<file path="config.mk">
export PLATFORM = sky130hd
export DESIGN_NAME = shortest_queue_dispatcher
export DESIGN_NICKNAME = d
export VERILOG_FILES = /design/src/rtl/sqd_pkg.sv /design/src/rtl/sqd_occ_mem.sv /design/src/rtl/sqd_alu.sv /design/src/rtl/sqd_ctrl.sv /design/src/rtl/shortest_queue_dispatcher.sv
export SDC_FILE = /design/constraint.sdc
export NUM_CORES = 1
export LEC_CHECK = 0
export ABC_CLOCK_PERIOD_IN_PS = 3500
export BUFFER_PORTS_ARGS = -buffer_cell sky130_fd_sc_hd__buf_2
export CORE_AREA = 2 2 148 150
export DETAILED_ROUTE_END_ITERATION = 10
export DIE_AREA = 0 0 150 152
export PLACE_DENSITY_LB_ADDON = 0.05
export SYNTH_ARGS = -nofsm -noshare
export SYNTH_HDL_FRONTEND = slang
export SYNTH_SLANG_ARGS = --single-unit
</file>
<file path="constraint.sdc">
create_clock -name clk -period 3.5 [get_ports clk]
set_clock_uncertainty 0.1 [all_clocks]
set_input_delay 0.175 -clock clk [delete_from_list [all_inputs] [get_ports clk]]
set_output_delay 0.175 -clock clk [all_outputs]
set_load 0.01 [all_outputs]
</file>
<file path="src/rtl/sqd_pkg.sv">
// ----------------------------------------------------------------------------
// sqd_pkg
// shared types and codes for the shortest queue dispatcher
// ----------------------------------------------------------------------------
package sqd_pkg;

	localparam int OPCODE_W = 2;
	localparam int QIDX_W   = 3;
	localparam int STATUS_W = 2;
	localparam int DEPTH_W  = 10;

	typedef enum logic [OPCODE_W-1:0] {
		OP_DELIVER = 2'd0,
		OP_TAKE    = 2'd1,
		OP_ATTACH  = 2'd2,
		OP_DETACH  = 2'd3
	} opcode_t;

	typedef enum logic [STATUS_W-1:0] {
		ST_OK          = 2'd0,
		ST_WOULD_BLOCK = 2'd1,
		ST_EMPTY       = 2'd2
	} status_t;

	typedef enum logic [1:0] {
		S_IDLE,
		S_SCAN,
		S_FINISH,
		S_OPRES
	} state_t;

endpackage

</file>
<file path="src/rtl/sqd_occ_mem.sv">
// ----------------------------------------------------------------------------
// sqd_occ_mem
// occupancy memory, one write and one registered read port per cycle;
// per-entry valid bits make unwritten entries read as zero after reset
// ----------------------------------------------------------------------------
module sqd_occ_mem #(
	parameter int AW = 3,
	parameter int DW = 10
) (
	input  logic          clk,
	input  logic          arst_n,
	input  logic          we,
	input  logic [AW-1:0] waddr,
	input  logic [DW-1:0] wdata,
	input  logic          re,
	input  logic [AW-1:0] raddr,
	output logic [DW-1:0] rdata
);

	localparam int DEPTH = 1 << AW;

	logic [DW-1:0]    mem_q [DEPTH];
	logic [DEPTH-1:0] vld_q;
	logic [DW-1:0]    rd_q;
	logic             rd_vld_q;

	always_ff @(posedge clk) begin
		if (we) begin
			mem_q[waddr] <= wdata;
		end
		if (re) begin
			rd_q <= mem_q[raddr];
		end
	end

	always_ff @(posedge clk or negedge arst_n) begin
		if (!arst_n) begin
			vld_q    <= '0;
			rd_vld_q <= 1'b0;
		end else begin
			if (we) begin
				vld_q[waddr] <= 1'b1;
			end
			if (re) begin
				rd_vld_q <= vld_q[raddr];
			end
		end
	end

	// entry never written since reset reads as zero
	assign rdata = rd_vld_q ? rd_q : '0;

endmodule

</file>
<file path="src/rtl/sqd_alu.sv">
// ----------------------------------------------------------------------------
// sqd_alu
// shared arithmetic unit: one less-than compare, one zero test and one
// increment/decrement adder, reused by the scan, finish and result steps of the sequencer
// ----------------------------------------------------------------------------
module sqd_alu #(
	parameter int OW = 10
) (
	input  logic [OW-1:0] a,
	input  logic [OW-1:0] b,
	input  logic          dec,
	output logic          lt,
	output logic          zero,
	output logic [OW-1:0] sum
);

	assign lt   = a < b;
	assign zero = a == '0;
	assign sum  = a + (dec ? {OW{1'b1}} : OW'(1));

endmodule

</file>
<file path="src/rtl/sqd_ctrl.sv">
// ----------------------------------------------------------------------------
// sqd_ctrl
// sequencer: circular shortest-queue scan, take, attach and detach, with
// attached flags, start index and the registered result
// ----------------------------------------------------------------------------
module sqd_ctrl
	import sqd_pkg::*;
#(
	parameter int QUEUE_COUNT    = 8,
	parameter int QUEUE_CAPACITY = 512,
	parameter int AW             = 3,
	parameter int OW             = 10
) (
	input  logic                clk,
	input  logic                arst_n,
	input  logic                start,
	input  logic [OPCODE_W-1:0] opcode,
	input  logic [QIDX_W-1:0]   queue_index,
	output logic                busy,
	output logic                done,
	output logic [STATUS_W-1:0] status,
	output logic [QIDX_W-1:0]   chosen_queue,
	output logic [DEPTH_W-1:0]  depth_after,
	output logic                readable,
	output logic                mem_we,
	output logic [AW-1:0]       mem_waddr,
	output logic [OW-1:0]       mem_wdata,
	output logic                mem_re,
	output logic [AW-1:0]       mem_raddr,
	input  logic [OW-1:0]       mem_rdata
);

	localparam int DEPTH = 1 << AW;
	localparam int CNT_W = $clog2(QUEUE_COUNT + 1);

	state_t              state_q, state_d;
	opcode_t             op_q, op_d;
	logic [QIDX_W-1:0]   qidx_q, qidx_d;
	logic                qvld_q, qvld_d;
	logic [AW-1:0]       scan_idx_q, scan_idx_d;
	logic [CNT_W-1:0]    cnt_q, cnt_d;
	logic                cmp_vld_s1, cmp_vld_d;
	logic [AW-1:0]       cmp_idx_s1, cmp_idx_d;
	logic                cmp_att_s1, cmp_att_d;
	logic                found_q, found_d;
	logic [AW-1:0]       best_q, best_d;
	logic [OW-1:0]       best_len_q, best_len_d;
	logic [AW-1:0]       start_q, start_d;
	logic [DEPTH-1:0]    att_q, att_d;

	logic                done_q;
	status_t             status_q;
	logic [QIDX_W-1:0]   chosen_q;
	logic [DEPTH_W-1:0]  depth_q;
	logic                readable_q;

	logic                res_load;
	status_t             res_status;
	logic [QIDX_W-1:0]   res_qidx;
	logic [OW-1:0]       res_depth;

	logic [OW-1:0]       alu_a, alu_b, alu_sum;
	logic                alu_dec, alu_lt, alu_zero;

	logic                issue;
	logic                hit;
	logic [OW-1:0]       occ;
	logic                qvld_in;
	logic [AW-1:0]       qaddr_in, qaddr_q, scan_next;

	assign qvld_in   = 32'(queue_index) < 32'(QUEUE_COUNT);
	assign qaddr_in  = AW'(queue_index);
	assign qaddr_q   = AW'(qidx_q);
	assign scan_next = (scan_idx_q == AW'(QUEUE_COUNT - 1)) ? '0 : scan_idx_q + AW'(1);
	assign issue     = cnt_q != CNT_W'(QUEUE_COUNT);
	assign hit       = cmp_vld_s1 && cmp_att_s1;
	assign occ       = qvld_q ? mem_rdata : '0;

	sqd_alu #(
		.OW(OW)
	) u_alu (
		.a   (alu_a),
		.b   (alu_b),
		.dec (alu_dec),
		.lt  (alu_lt),
		.zero(alu_zero),
		.sum (alu_sum)
	);

	always_ff @(posedge clk or negedge arst_n) begin
		if (!arst_n) begin
			state_q    <= S_IDLE;
			cnt_q      <= '0;
			cmp_vld_s1 <= 1'b0;
			found_q    <= 1'b0;
			start_q    <= '0;
			att_q      <= '0;
			done_q     <= 1'b0;
		end else begin
			state_q    <= state_d;
			cnt_q      <= cnt_d;
			cmp_vld_s1 <= cmp_vld_d;
			found_q    <= found_d;
			start_q    <= start_d;
			att_q      <= att_d;
			done_q     <= res_load;
		end
	end

	always_ff @(posedge clk) begin
		op_q       <= op_d;
		qidx_q     <= qidx_d;
		qvld_q     <= qvld_d;
		scan_idx_q <= scan_idx_d;
		cmp_idx_s1 <= cmp_idx_d;
		cmp_att_s1 <= cmp_att_d;
		best_q     <= best_d;
		best_len_q <= best_len_d;
		if (res_load) begin
			status_q   <= res_status;
			chosen_q   <= res_qidx;
			depth_q    <= DEPTH_W'(res_depth);
			readable_q <= res_depth != '0;
		end
	end

	always_comb begin
		state_d    = state_q;
		op_d       = op_q;
		qidx_d     = qidx_q;
		qvld_d     = qvld_q;
		scan_idx_d = scan_idx_q;
		cnt_d      = cnt_q;
		cmp_vld_d  = 1'b0;
		cmp_idx_d  = cmp_idx_s1;
		cmp_att_d  = cmp_att_s1;
		found_d    = found_q;
		best_d     = best_q;
		best_len_d = best_len_q;
		start_d    = start_q;
		att_d      = att_q;
		mem_we     = 1'b0;
		mem_waddr  = best_q;
		mem_wdata  = alu_sum;
		mem_re     = 1'b0;
		mem_raddr  = scan_idx_q;
		alu_a      = mem_rdata;
		alu_b      = best_len_q;
		alu_dec    = 1'b0;
		res_load   = 1'b0;
		res_status = ST_OK;
		res_qidx   = qidx_q;
		res_depth  = '0;

		case (state_q)
			S_IDLE: begin
				if (start) begin
					op_d       = opcode_t'(opcode);
					qidx_d     = queue_index;
					qvld_d     = qvld_in;
					mem_re     = 1'b1;
					mem_raddr  = qaddr_in;
					scan_idx_d = start_q;
					cnt_d      = '0;
					found_d    = 1'b0;
					best_len_d = '0;
					state_d    = (opcode_t'(opcode) == OP_DELIVER) ? S_SCAN : S_OPRES;
				end
			end
			S_SCAN: begin
				// read one queue per cycle, compare the one read the cycle before
				if (issue) begin
					mem_re     = 1'b1;
					mem_raddr  = scan_idx_q;
					scan_idx_d = scan_next;
					cnt_d      = cnt_q + CNT_W'(1);
					cmp_vld_d  = 1'b1;
					cmp_idx_d  = scan_idx_q;
					cmp_att_d  = att_q[scan_idx_q];
				end
				if (hit && alu_zero) begin
					found_d    = 1'b1;
					best_d     = cmp_idx_s1;
					best_len_d = '0;
					cmp_vld_d  = 1'b0;
					state_d    = S_FINISH;
				end else begin
					if (hit && (!found_q || alu_lt)) begin
						found_d    = 1'b1;
						best_d     = cmp_idx_s1;
						best_len_d = mem_rdata;
					end
					if (!issue) begin
						state_d = S_FINISH;
					end
				end
			end
			S_FINISH: begin
				alu_a    = best_len_q;
				alu_b    = OW'(QUEUE_CAPACITY);
				res_load = 1'b1;
				state_d  = S_IDLE;
				if (!found_q) begin
					res_status = ST_WOULD_BLOCK;
					res_qidx   = '0;
				end else if (alu_lt) begin
					mem_we     = 1'b1;
					mem_waddr  = best_q;
					start_d    = best_q;
					res_qidx   = QIDX_W'(best_q);
					res_depth  = alu_sum;
				end else begin
					res_status = ST_WOULD_BLOCK;
					res_qidx   = QIDX_W'(best_q);
					res_depth  = best_len_q;
				end
			end
			S_OPRES: begin
				alu_a    = occ;
				alu_dec  = 1'b1;
				res_load = 1'b1;
				state_d  = S_IDLE;
				case (op_q)
					OP_TAKE: begin
						if (alu_zero) begin
							res_status = ST_EMPTY;
						end else begin
							mem_we    = 1'b1;
							mem_waddr = qaddr_q;
							res_depth = alu_sum;
						end
					end
					OP_ATTACH, OP_DETACH: begin
						if (qvld_q) begin
							att_d[qaddr_q] = op_q == OP_ATTACH;
						end
						res_depth = occ;
					end
					default: begin
						res_depth = occ;
					end
				endcase
			end
			default: begin
				state_d = S_IDLE;
			end
		endcase
	end

	assign busy         = state_q != S_IDLE;
	assign done         = done_q;
	assign status       = status_q;
	assign chosen_queue = chosen_q;
	assign depth_after  = depth_q;
	assign readable     = readable_q;

endmodule

</file>
<file path="src/rtl/shortest_queue_dispatcher.sv">
// ----------------------------------------------------------------------------
// shortest_queue_dispatcher
// join-shortest-queue dispatch of packets onto a set of receive queues
// ----------------------------------------------------------------------------
// deliver: circular scan of the queues from the start index, bound by one memory
//   read a cycle; an empty attached queue ends the scan early; a new start is
//   taken only once the block is idle again
// take, attach, detach: occupancy read on the start transfer, then the result state
// the result strobe lasts one cycle and cannot be held off by the receiver
// arst_n clears occupancy (valid bits), attached flags and the start index
module shortest_queue_dispatcher
	import sqd_pkg::*;
#(
	parameter int QUEUE_COUNT    = 8,
	parameter int QUEUE_CAPACITY = 512
) (
	input  logic                clk,
	input  logic                arst_n,
	input  logic                start,
	output logic                busy,
	input  logic [OPCODE_W-1:0] opcode,
	input  logic [QIDX_W-1:0]   queue_index,
	output logic                done,
	output logic [STATUS_W-1:0] status,
	output logic [QIDX_W-1:0]   chosen_queue,
	output logic [DEPTH_W-1:0]  depth_after,
	output logic                readable
);

	// queue address width and occupancy counter width
	localparam int AW = (QUEUE_COUNT > 1) ? $clog2(QUEUE_COUNT) : 1;
	localparam int OW = $clog2(QUEUE_CAPACITY + 1);

	// occupancy memory port signals between sequencer and storage
	logic          mem_we;
	logic [AW-1:0] mem_waddr;
	logic [OW-1:0] mem_wdata;
	logic          mem_re;
	logic [AW-1:0] mem_raddr;
	logic [OW-1:0] mem_rdata;

	// sequencer: owns flags, start index, scan state and result register
	sqd_ctrl #(
		.QUEUE_COUNT   (QUEUE_COUNT),
		.QUEUE_CAPACITY(QUEUE_CAPACITY),
		.AW            (AW),
		.OW            (OW)
	) u_ctrl (
		.clk         (clk),
		.arst_n      (arst_n),
		.start       (start),
		.opcode      (opcode),
		.queue_index (queue_index),
		.busy        (busy),
		.done        (done),
		.status      (status),
		.chosen_queue(chosen_queue),
		.depth_after (depth_after),
		.readable    (readable),
		.mem_we      (mem_we),
		.mem_waddr   (mem_waddr),
		.mem_wdata   (mem_wdata),
		.mem_re      (mem_re),
		.mem_raddr   (mem_raddr),
		.mem_rdata   (mem_rdata)
	);

	// per-queue occupancy counts, read data registered
	sqd_occ_mem #(
		.AW(AW),
		.DW(OW)
	) u_occ_mem (
		.clk   (clk),
		.arst_n(arst_n),
		.we    (mem_we),
		.waddr (mem_waddr),
		.wdata (mem_wdata),
		.re    (mem_re),
		.raddr (mem_raddr),
		.rdata (mem_rdata)
	);

endmodule

</file>
Word level (Yosys, flattened, before mapping)
Memory sizes are Yosys's and may differ from the RTL's. A register that Yosys moved wholly into a read port is not among the register bits.
Index checks and enable logic that the tools add are counted.
- register bits after elaboration: 70
- memory bits (writable): 80
- bits of input ports: 8
- output and inout bits: 18
- logic and storage cells: 134
- memories: 1
- memory list (memory ; depth ; bits a word ; read ports ; clocked after Yosys merged registers in ; wr ports ; line ; RTL):
    u_occ_mem.mem_q ; 8 ; 10 ; 1 ; 1 ; 1 ; sqd_occ_mem.sv:22 ; logic [DW-1:0] mem_q [DEPTH];
- add/subtract/negate cells: 3
- magnitude comparators: 7
- equality and inequality tests: 12
- multiplexer cells: 66
- bitwise operators: 1
- reduce and logical (&&, ||, !) cells: 24
- operators by type and width (cell ; count):
    $mux W10 ; 11
    $pmux W10 S2 ; 2
    $mux W3 ; 12
    $mux W1 ; 20
    $lt A3 B4 Y1 const B ; 4
    $mux W2 ; 7
    $add A10 B10 Y10 ; 1
    $logic_not A10 Y1 ; 1
    $lt A10 B10 Y1 ; 1
    $reduce_and A2 Y1 ; 5
    $reduce_bool A10 Y1 ; 1
    $reduce_and A3 Y1 ; 3
    $bwmux W8 ; 1
    $eq A2 B2 Y1 const B ; 4
    $mux W4 ; 2
    $or A8 B8 Y8 ; 1
    $pmux W4 S2 ; 1
    $bmux W1 S3 ; 2
    $demux W1 S3 ; 2
    $ge A3 B1 Y1 const B ; 2
    $pmux W1 S2 ; 3
    $pmux W2 S3 ; 1
    $pmux W3 S2 ; 1
    $reduce_bool A2 Y1 ; 3
    15 further kinds ; 22

Depth between registers and ports, before layout
- depth in word-level cells: 11
- gate-level depth with buffers: 15
- mapped depth without buffers: 12

By module
A second synthesis with hierarchy kept.
- cell total of the unflattened synthesis: 505
- area, all modules: 7551.0 sq um
- by module, submodules not included (module ; times used ; cells each ; area each (sq um) ; seq. area each (sq um)):
    sqd_occ_mem ; 1 ; 174 ; 3858.7 ; 2927.8
    sqd_ctrl ; 1 ; 245 ; 3022.9 ; 1731.7
    sqd_alu ; 1 ; 86 ; 669.4 ; 0.0

Least setup slack after synthesis
OpenSTA, ideal clock, no wires.
- path type: flip-flop to flip-flop
- start point: register u_ctrl.state_q[0]
- end point: register u_ctrl.readable_q (netlist: u_ctrl.readable), data pin
- setup time: 274 ps
- arrival time: 3078 ps
- data required time: 3126 ps
- path slack: 48 ps
- cell stages (with the launch flop): 14
- path buffers: 2
- period minus slack after synthesis: 3452 ps
- cells stage by stage: dfrtp_1 nor2b_2 buf_2 clkbuf_1 o21ai_0 fa_1 a21o_1 a21oi_1 o21ai_0 a31oi_1 xnor2_1 a221o_1 nor3_2 nand4b_1
- longest elaborated chain between the ends: 8
- elaborated cells on any way between the ends: 15
- those cells by class: 1 x add/sub; 1 x order compare; 2 x eq/ne; 9 x mux; 2 x reduce/logical
- RTL lines (what ; line ; RTL):
    start, declared ; sqd_ctrl.sv:36 ; state_t state_q, state_d;
    start signal, assigned ; sqd_ctrl.sv:100 ; state_q <= state_d;
    $eq A2 B2 Y1 ; sqd_ctrl.sv:155 ; case (state_q)
    $mux W1 ; sqd_ctrl.sv:155 ;
    $mux W10 ; sqd_alu.sv:19 ; assign sum = a + (dec ? {OW{1'b1}} : OW'(1));
    $add A10 B10 Y10 * ; sqd_alu.sv:19 ;
    named net mem_wdata[8] ; shortest_queue_dispatcher.sv:37 ; logic [OW-1:0] mem_wdata;
    $mux W10, on equally long branches ; sqd_ctrl.sv:225, sqd_ctrl.sv:206 ;
    $mux W10, on equally long branches ; sqd_ctrl.sv:223, sqd_ctrl.sv:203 ;
    $pmux W10 S2 * ; sqd_ctrl.sv:155 ;
    named net u_ctrl.res_depth[8] ; sqd_ctrl.sv:60 ; logic [OW-1:0] res_depth;
    $reduce_bool A10 Y1 * ; sqd_ctrl.sv:123 ; readable_q <= res_depth != '0;
    end signal, assigned ; sqd_ctrl.sv:123 ;
    end, declared ; sqd_ctrl.sv:55 ; logic readable_q;
The timed path passes the listed nets; every way through them passes the cells marked *.
A chain may end at the register's enable or synchronous reset.

Final worst setup path
- start point: register u_ctrl.state_q[0]
- end point: register u_ctrl.readable_q (netlist: u_ctrl.readable), data pin
- longest elaborated chain between the ends: 8
- elaborated cells on any way between the ends: 15
- those cells by class: 1 x add/sub; 1 x order compare; 2 x eq/ne; 9 x mux; 2 x reduce/logical
- RTL lines (what ; line):
    $eq A2 B2 Y1 ; sqd_ctrl.sv:155
    $mux W1 ; sqd_ctrl.sv:155
    $mux W10 ; sqd_alu.sv:19
    $add A10 B10 Y10 ; sqd_alu.sv:19
    $mux W10, on equally long branches ; sqd_ctrl.sv:225, sqd_ctrl.sv:206
    $mux W10, on equally long branches ; sqd_ctrl.sv:223, sqd_ctrl.sv:203
    $pmux W10 S2 * ; sqd_ctrl.sv:155
    named net u_ctrl.res_depth[8] ; sqd_ctrl.sv:60
    $reduce_bool A10 Y1 * ; sqd_ctrl.sv:123
Marked as above.

==> flow_metrics.tcl <==
set metrics [dict create \
    drive_gt1_frac 0.288 \
    grt_overflow 0 \
    ys_ff_latch 160 \
    end_kind "flop" \
    crit_required_ns 3.56 \
    netlist.area_leader.share 0.542 \
    core_area_sq_um 21400 \
    hold_violations 0 \
    p_per_area_nw_per_um2 955 \
    r2r_cells 12 \
    grt_usage 0.166 \
    slew_viol_final 0 \
    grt_max_degree 30 \
    hold_ws_ns 0.254 \
    p_leak_uw 0.00329 \
    reg2reg_to "u_ctrl.readable" \
    layout.nets 622 \
    max_freq_mhz 303 \
    synth.net_count 538 \
    fin_cells 885 \
    rsz0062_at_grt "no" \
    cts_setup_buffers 0 \
    max-slew-margin-rel 0.461 \
    drt-initial-drc-count 274 \
    wl_per_cell_um 20.3 \
    fillers 2027 \
    syn_area_sq_um 7260 \
    critPathKind "reg -> reg" \
    core.rowCount 54 \
    clkSinkCount 160 \
    first_pass_iters 5 \
    cts.path.max_buffers 2 \
    fin_util 0.414 \
    setup_tns_ns 0 \
    final_cell_area_sq_um 8840 \
    peakVddDrop_uv 324 \
    insertion_delay_ns 0.43 \
    cts_tree "done" \
    worstSetupStartpoint "u_ctrl.state_q[0]" \
    dp_hpwl_um 12800 \
    yosysMostFrequentCell "edfxtp_1" \
    crit_fanout 10 \
    port_buffers 25 \
    dp.cells 846 \
    setup_violations 0 \
    grt_pass1_wl_um 27600 \
    ys_async_sr_fraction 0.181 \
    syn_area_per_cell_sq_um 14.3 \
    wl_um 18000 \
    fin_crit_sh 0.942 \
    initial_core_util 0.340 \
    drc 0 \
    synth-edff-count 131 \
    antenna_left 0 \
    clk_pin_slew_worst_paths_ns 0.07 \
    top_level_ports 26 \
    r2r_start "u_ctrl.state_q[0]" \
    antenna_found_initial 0 \
    htree_levels 4 \
    clock-root-buffer "clkbuf_16" \
    startpoint_type "flop" \
    die_w_um 150 \
    yosysUniqueCellTypes 61 \
    diodes 0 \
    hp-class "in -> async" \
    die_height_um 152 \
    placedInstanceArea_sq_um 8180 \
    status "complete, no violations" \
    grt_pass1_vias 4558 \
    synthToLayoutAreaGrowth_pct 21.7 \
    viasPerCell 5.04 \
    cp.arrival_ns 3.36 \
    min_period_ns 3.30 \
    cts-buffers-inserted 17 \
    synthFlopType "edfxtp_1" \
    yosys-top-cells-count "131 x edfxtp_1, 52 x nand2_1, 50 x nor2_1" \
    dr_total_vias 4460 \
    crit_path_end "u_ctrl.readable" \
    gp_congestion 0.821 \
    synth.largest_area_cell "edfxtp_1" \
    synthCells 508 \
    ys_warn_count 0 \
    cap_violations 0 \
    synth_area_leaders "edfxtp_1 54%, dfrtp_1 10%, mux4_2 7.4%, ha_1 3.6%, mux2_2 3.4%" \
    die-area_sq_um 22800 \
    yosysSeqAreaShare 0.641 \
    reg2reg_slack_ns 0.20 \
    worst_pin_slew_ns 0.806 \
]
-- registers in the layout, summed over array words and instances, names as in the netlist, 4 cells and up --
name / cells
u_occ_mem.vld_q: 8
u_ctrl.best_len_q: 10
u_ctrl.depth_after: 10
u_occ_mem.rd_q: 10
u_occ_mem.mem_q: 80
u_ctrl.att_q: 8
u_ctrl.cnt_q: 4
-- cell type report --
cell class | count | area (sq um) | share of cell area
timing repair buffer | 81 | 688 | 0.0779
clock inverter | 14 | 146 | 0.0166
clock buffer | 18 | 429 | 0.0486
multi-input combinational | 319 | 2510 | 0.284
sequential | 160 | 4660 | 0.527
tap | 280 | 350 | 0.0396
inverter | 13 | 52.6 | 0.00595
-- per-layer routing --
layer,track usage,wire (um),share of wire,vias to the layer above
met5,0,0,0,-
met2,0.274,9010,0.50,105
met3,0.0327,615,0.034,18
li1,-,-,-,2099
met4,0.0494,258,0.014,0
met1,0.223,8080,0.45,2238
-- critical path, cell delays in order, from the launching register on --
cell       delay, ns
dfrtp_1         0.38
buf_4           0.18
nand2b_1        0.30
nand2_1         0.11
ha_1            0.30
nand4_1         0.17
o21bai_1        0.22
a41o_4          0.26
nand4bb_2       0.17
o21ai_4         0.14
a221o_1         0.41
nor3_2          0.18
nand4b_1        0.10
-- worst min-delay path by stage --
stage / from / to / slack [ns]
floorplan: arst_n / u_ctrl.att_q[0] / -0.22
global placement: arst_n / u_ctrl.cnt_q[1] / 0.18
detailed placement: arst_n / u_ctrl.cnt_q[2] / 0.20
global route: arst_n / u_ctrl.start_q[1] / 0.30
finish: arst_n / u_ctrl.cnt_q[1] / 0.25
CTS: arst_n / u_ctrl.cnt_q[0] / 0.27
-- where the power goes --
part	switching (uW)	total (uW)	internal, uW
registers	281	3230	2950
logic	1980	3420	1440
clock network	849	1800	947
-- cells in the final DEF, fill, tap and decap left out, types with 5 or more instances in the layout --
master         synthesis  final
edfxtp_1             131    131
inv_6                  0      5
a31oi_1                5      5
dlygate4sd3_1          0      7
nand2_1               52     52
nor2_1                50     50
xnor2_1                6      6
mux4_2                24     24
dfrtp_1               29     28
nand3_1                8      8
mux2_2                22     22
buf_2                  4     25
o21ai_0               26     24
or2_2                  5      5
nand2b_1               6      6
buf_12                 0     10
nor3_1                 9      8
a221o_1                6      6
inv_1                 11     10
buf_4                  0     39
clkbuf_16              0     17
ha_1                  21     21
a21oi_1               15     15
or2_1                  8      8
-- metrics by stage --
step | setup slack, ns | total power [uW]
floorplan | 0.0476 | 5200
global placement | 0.145 | 6710
detailed placement | 0.115 | 6720
CTS | 0.102 | 8540
global route | 0.0191 | 9000
finish | 0.201 | 8440
-- kinds of logic (layout without fill, tap and decap cells) --
kind of cell               after synthesis  in the layout  synth area share
muxes                                   51             51             0.116
xor gates and xnor gates                 9              9            0.0109
adders and majority gates               22             22            0.0389
DFF                                    160            160             0.641
buffers and inverters                   29            126            0.0167
and+or+nand+nor                        160            160             0.105
AOI/OAI and AO/OA                       77             77            0.0717
-- repair_timing --
action,CTS,global route
hold buffers,7,0
hold endpoints to repair,35,0
gates resized for setup,0,7
setup endpoints to repair,0,42
Note: power is estimated with default switching activity, not from simulation.
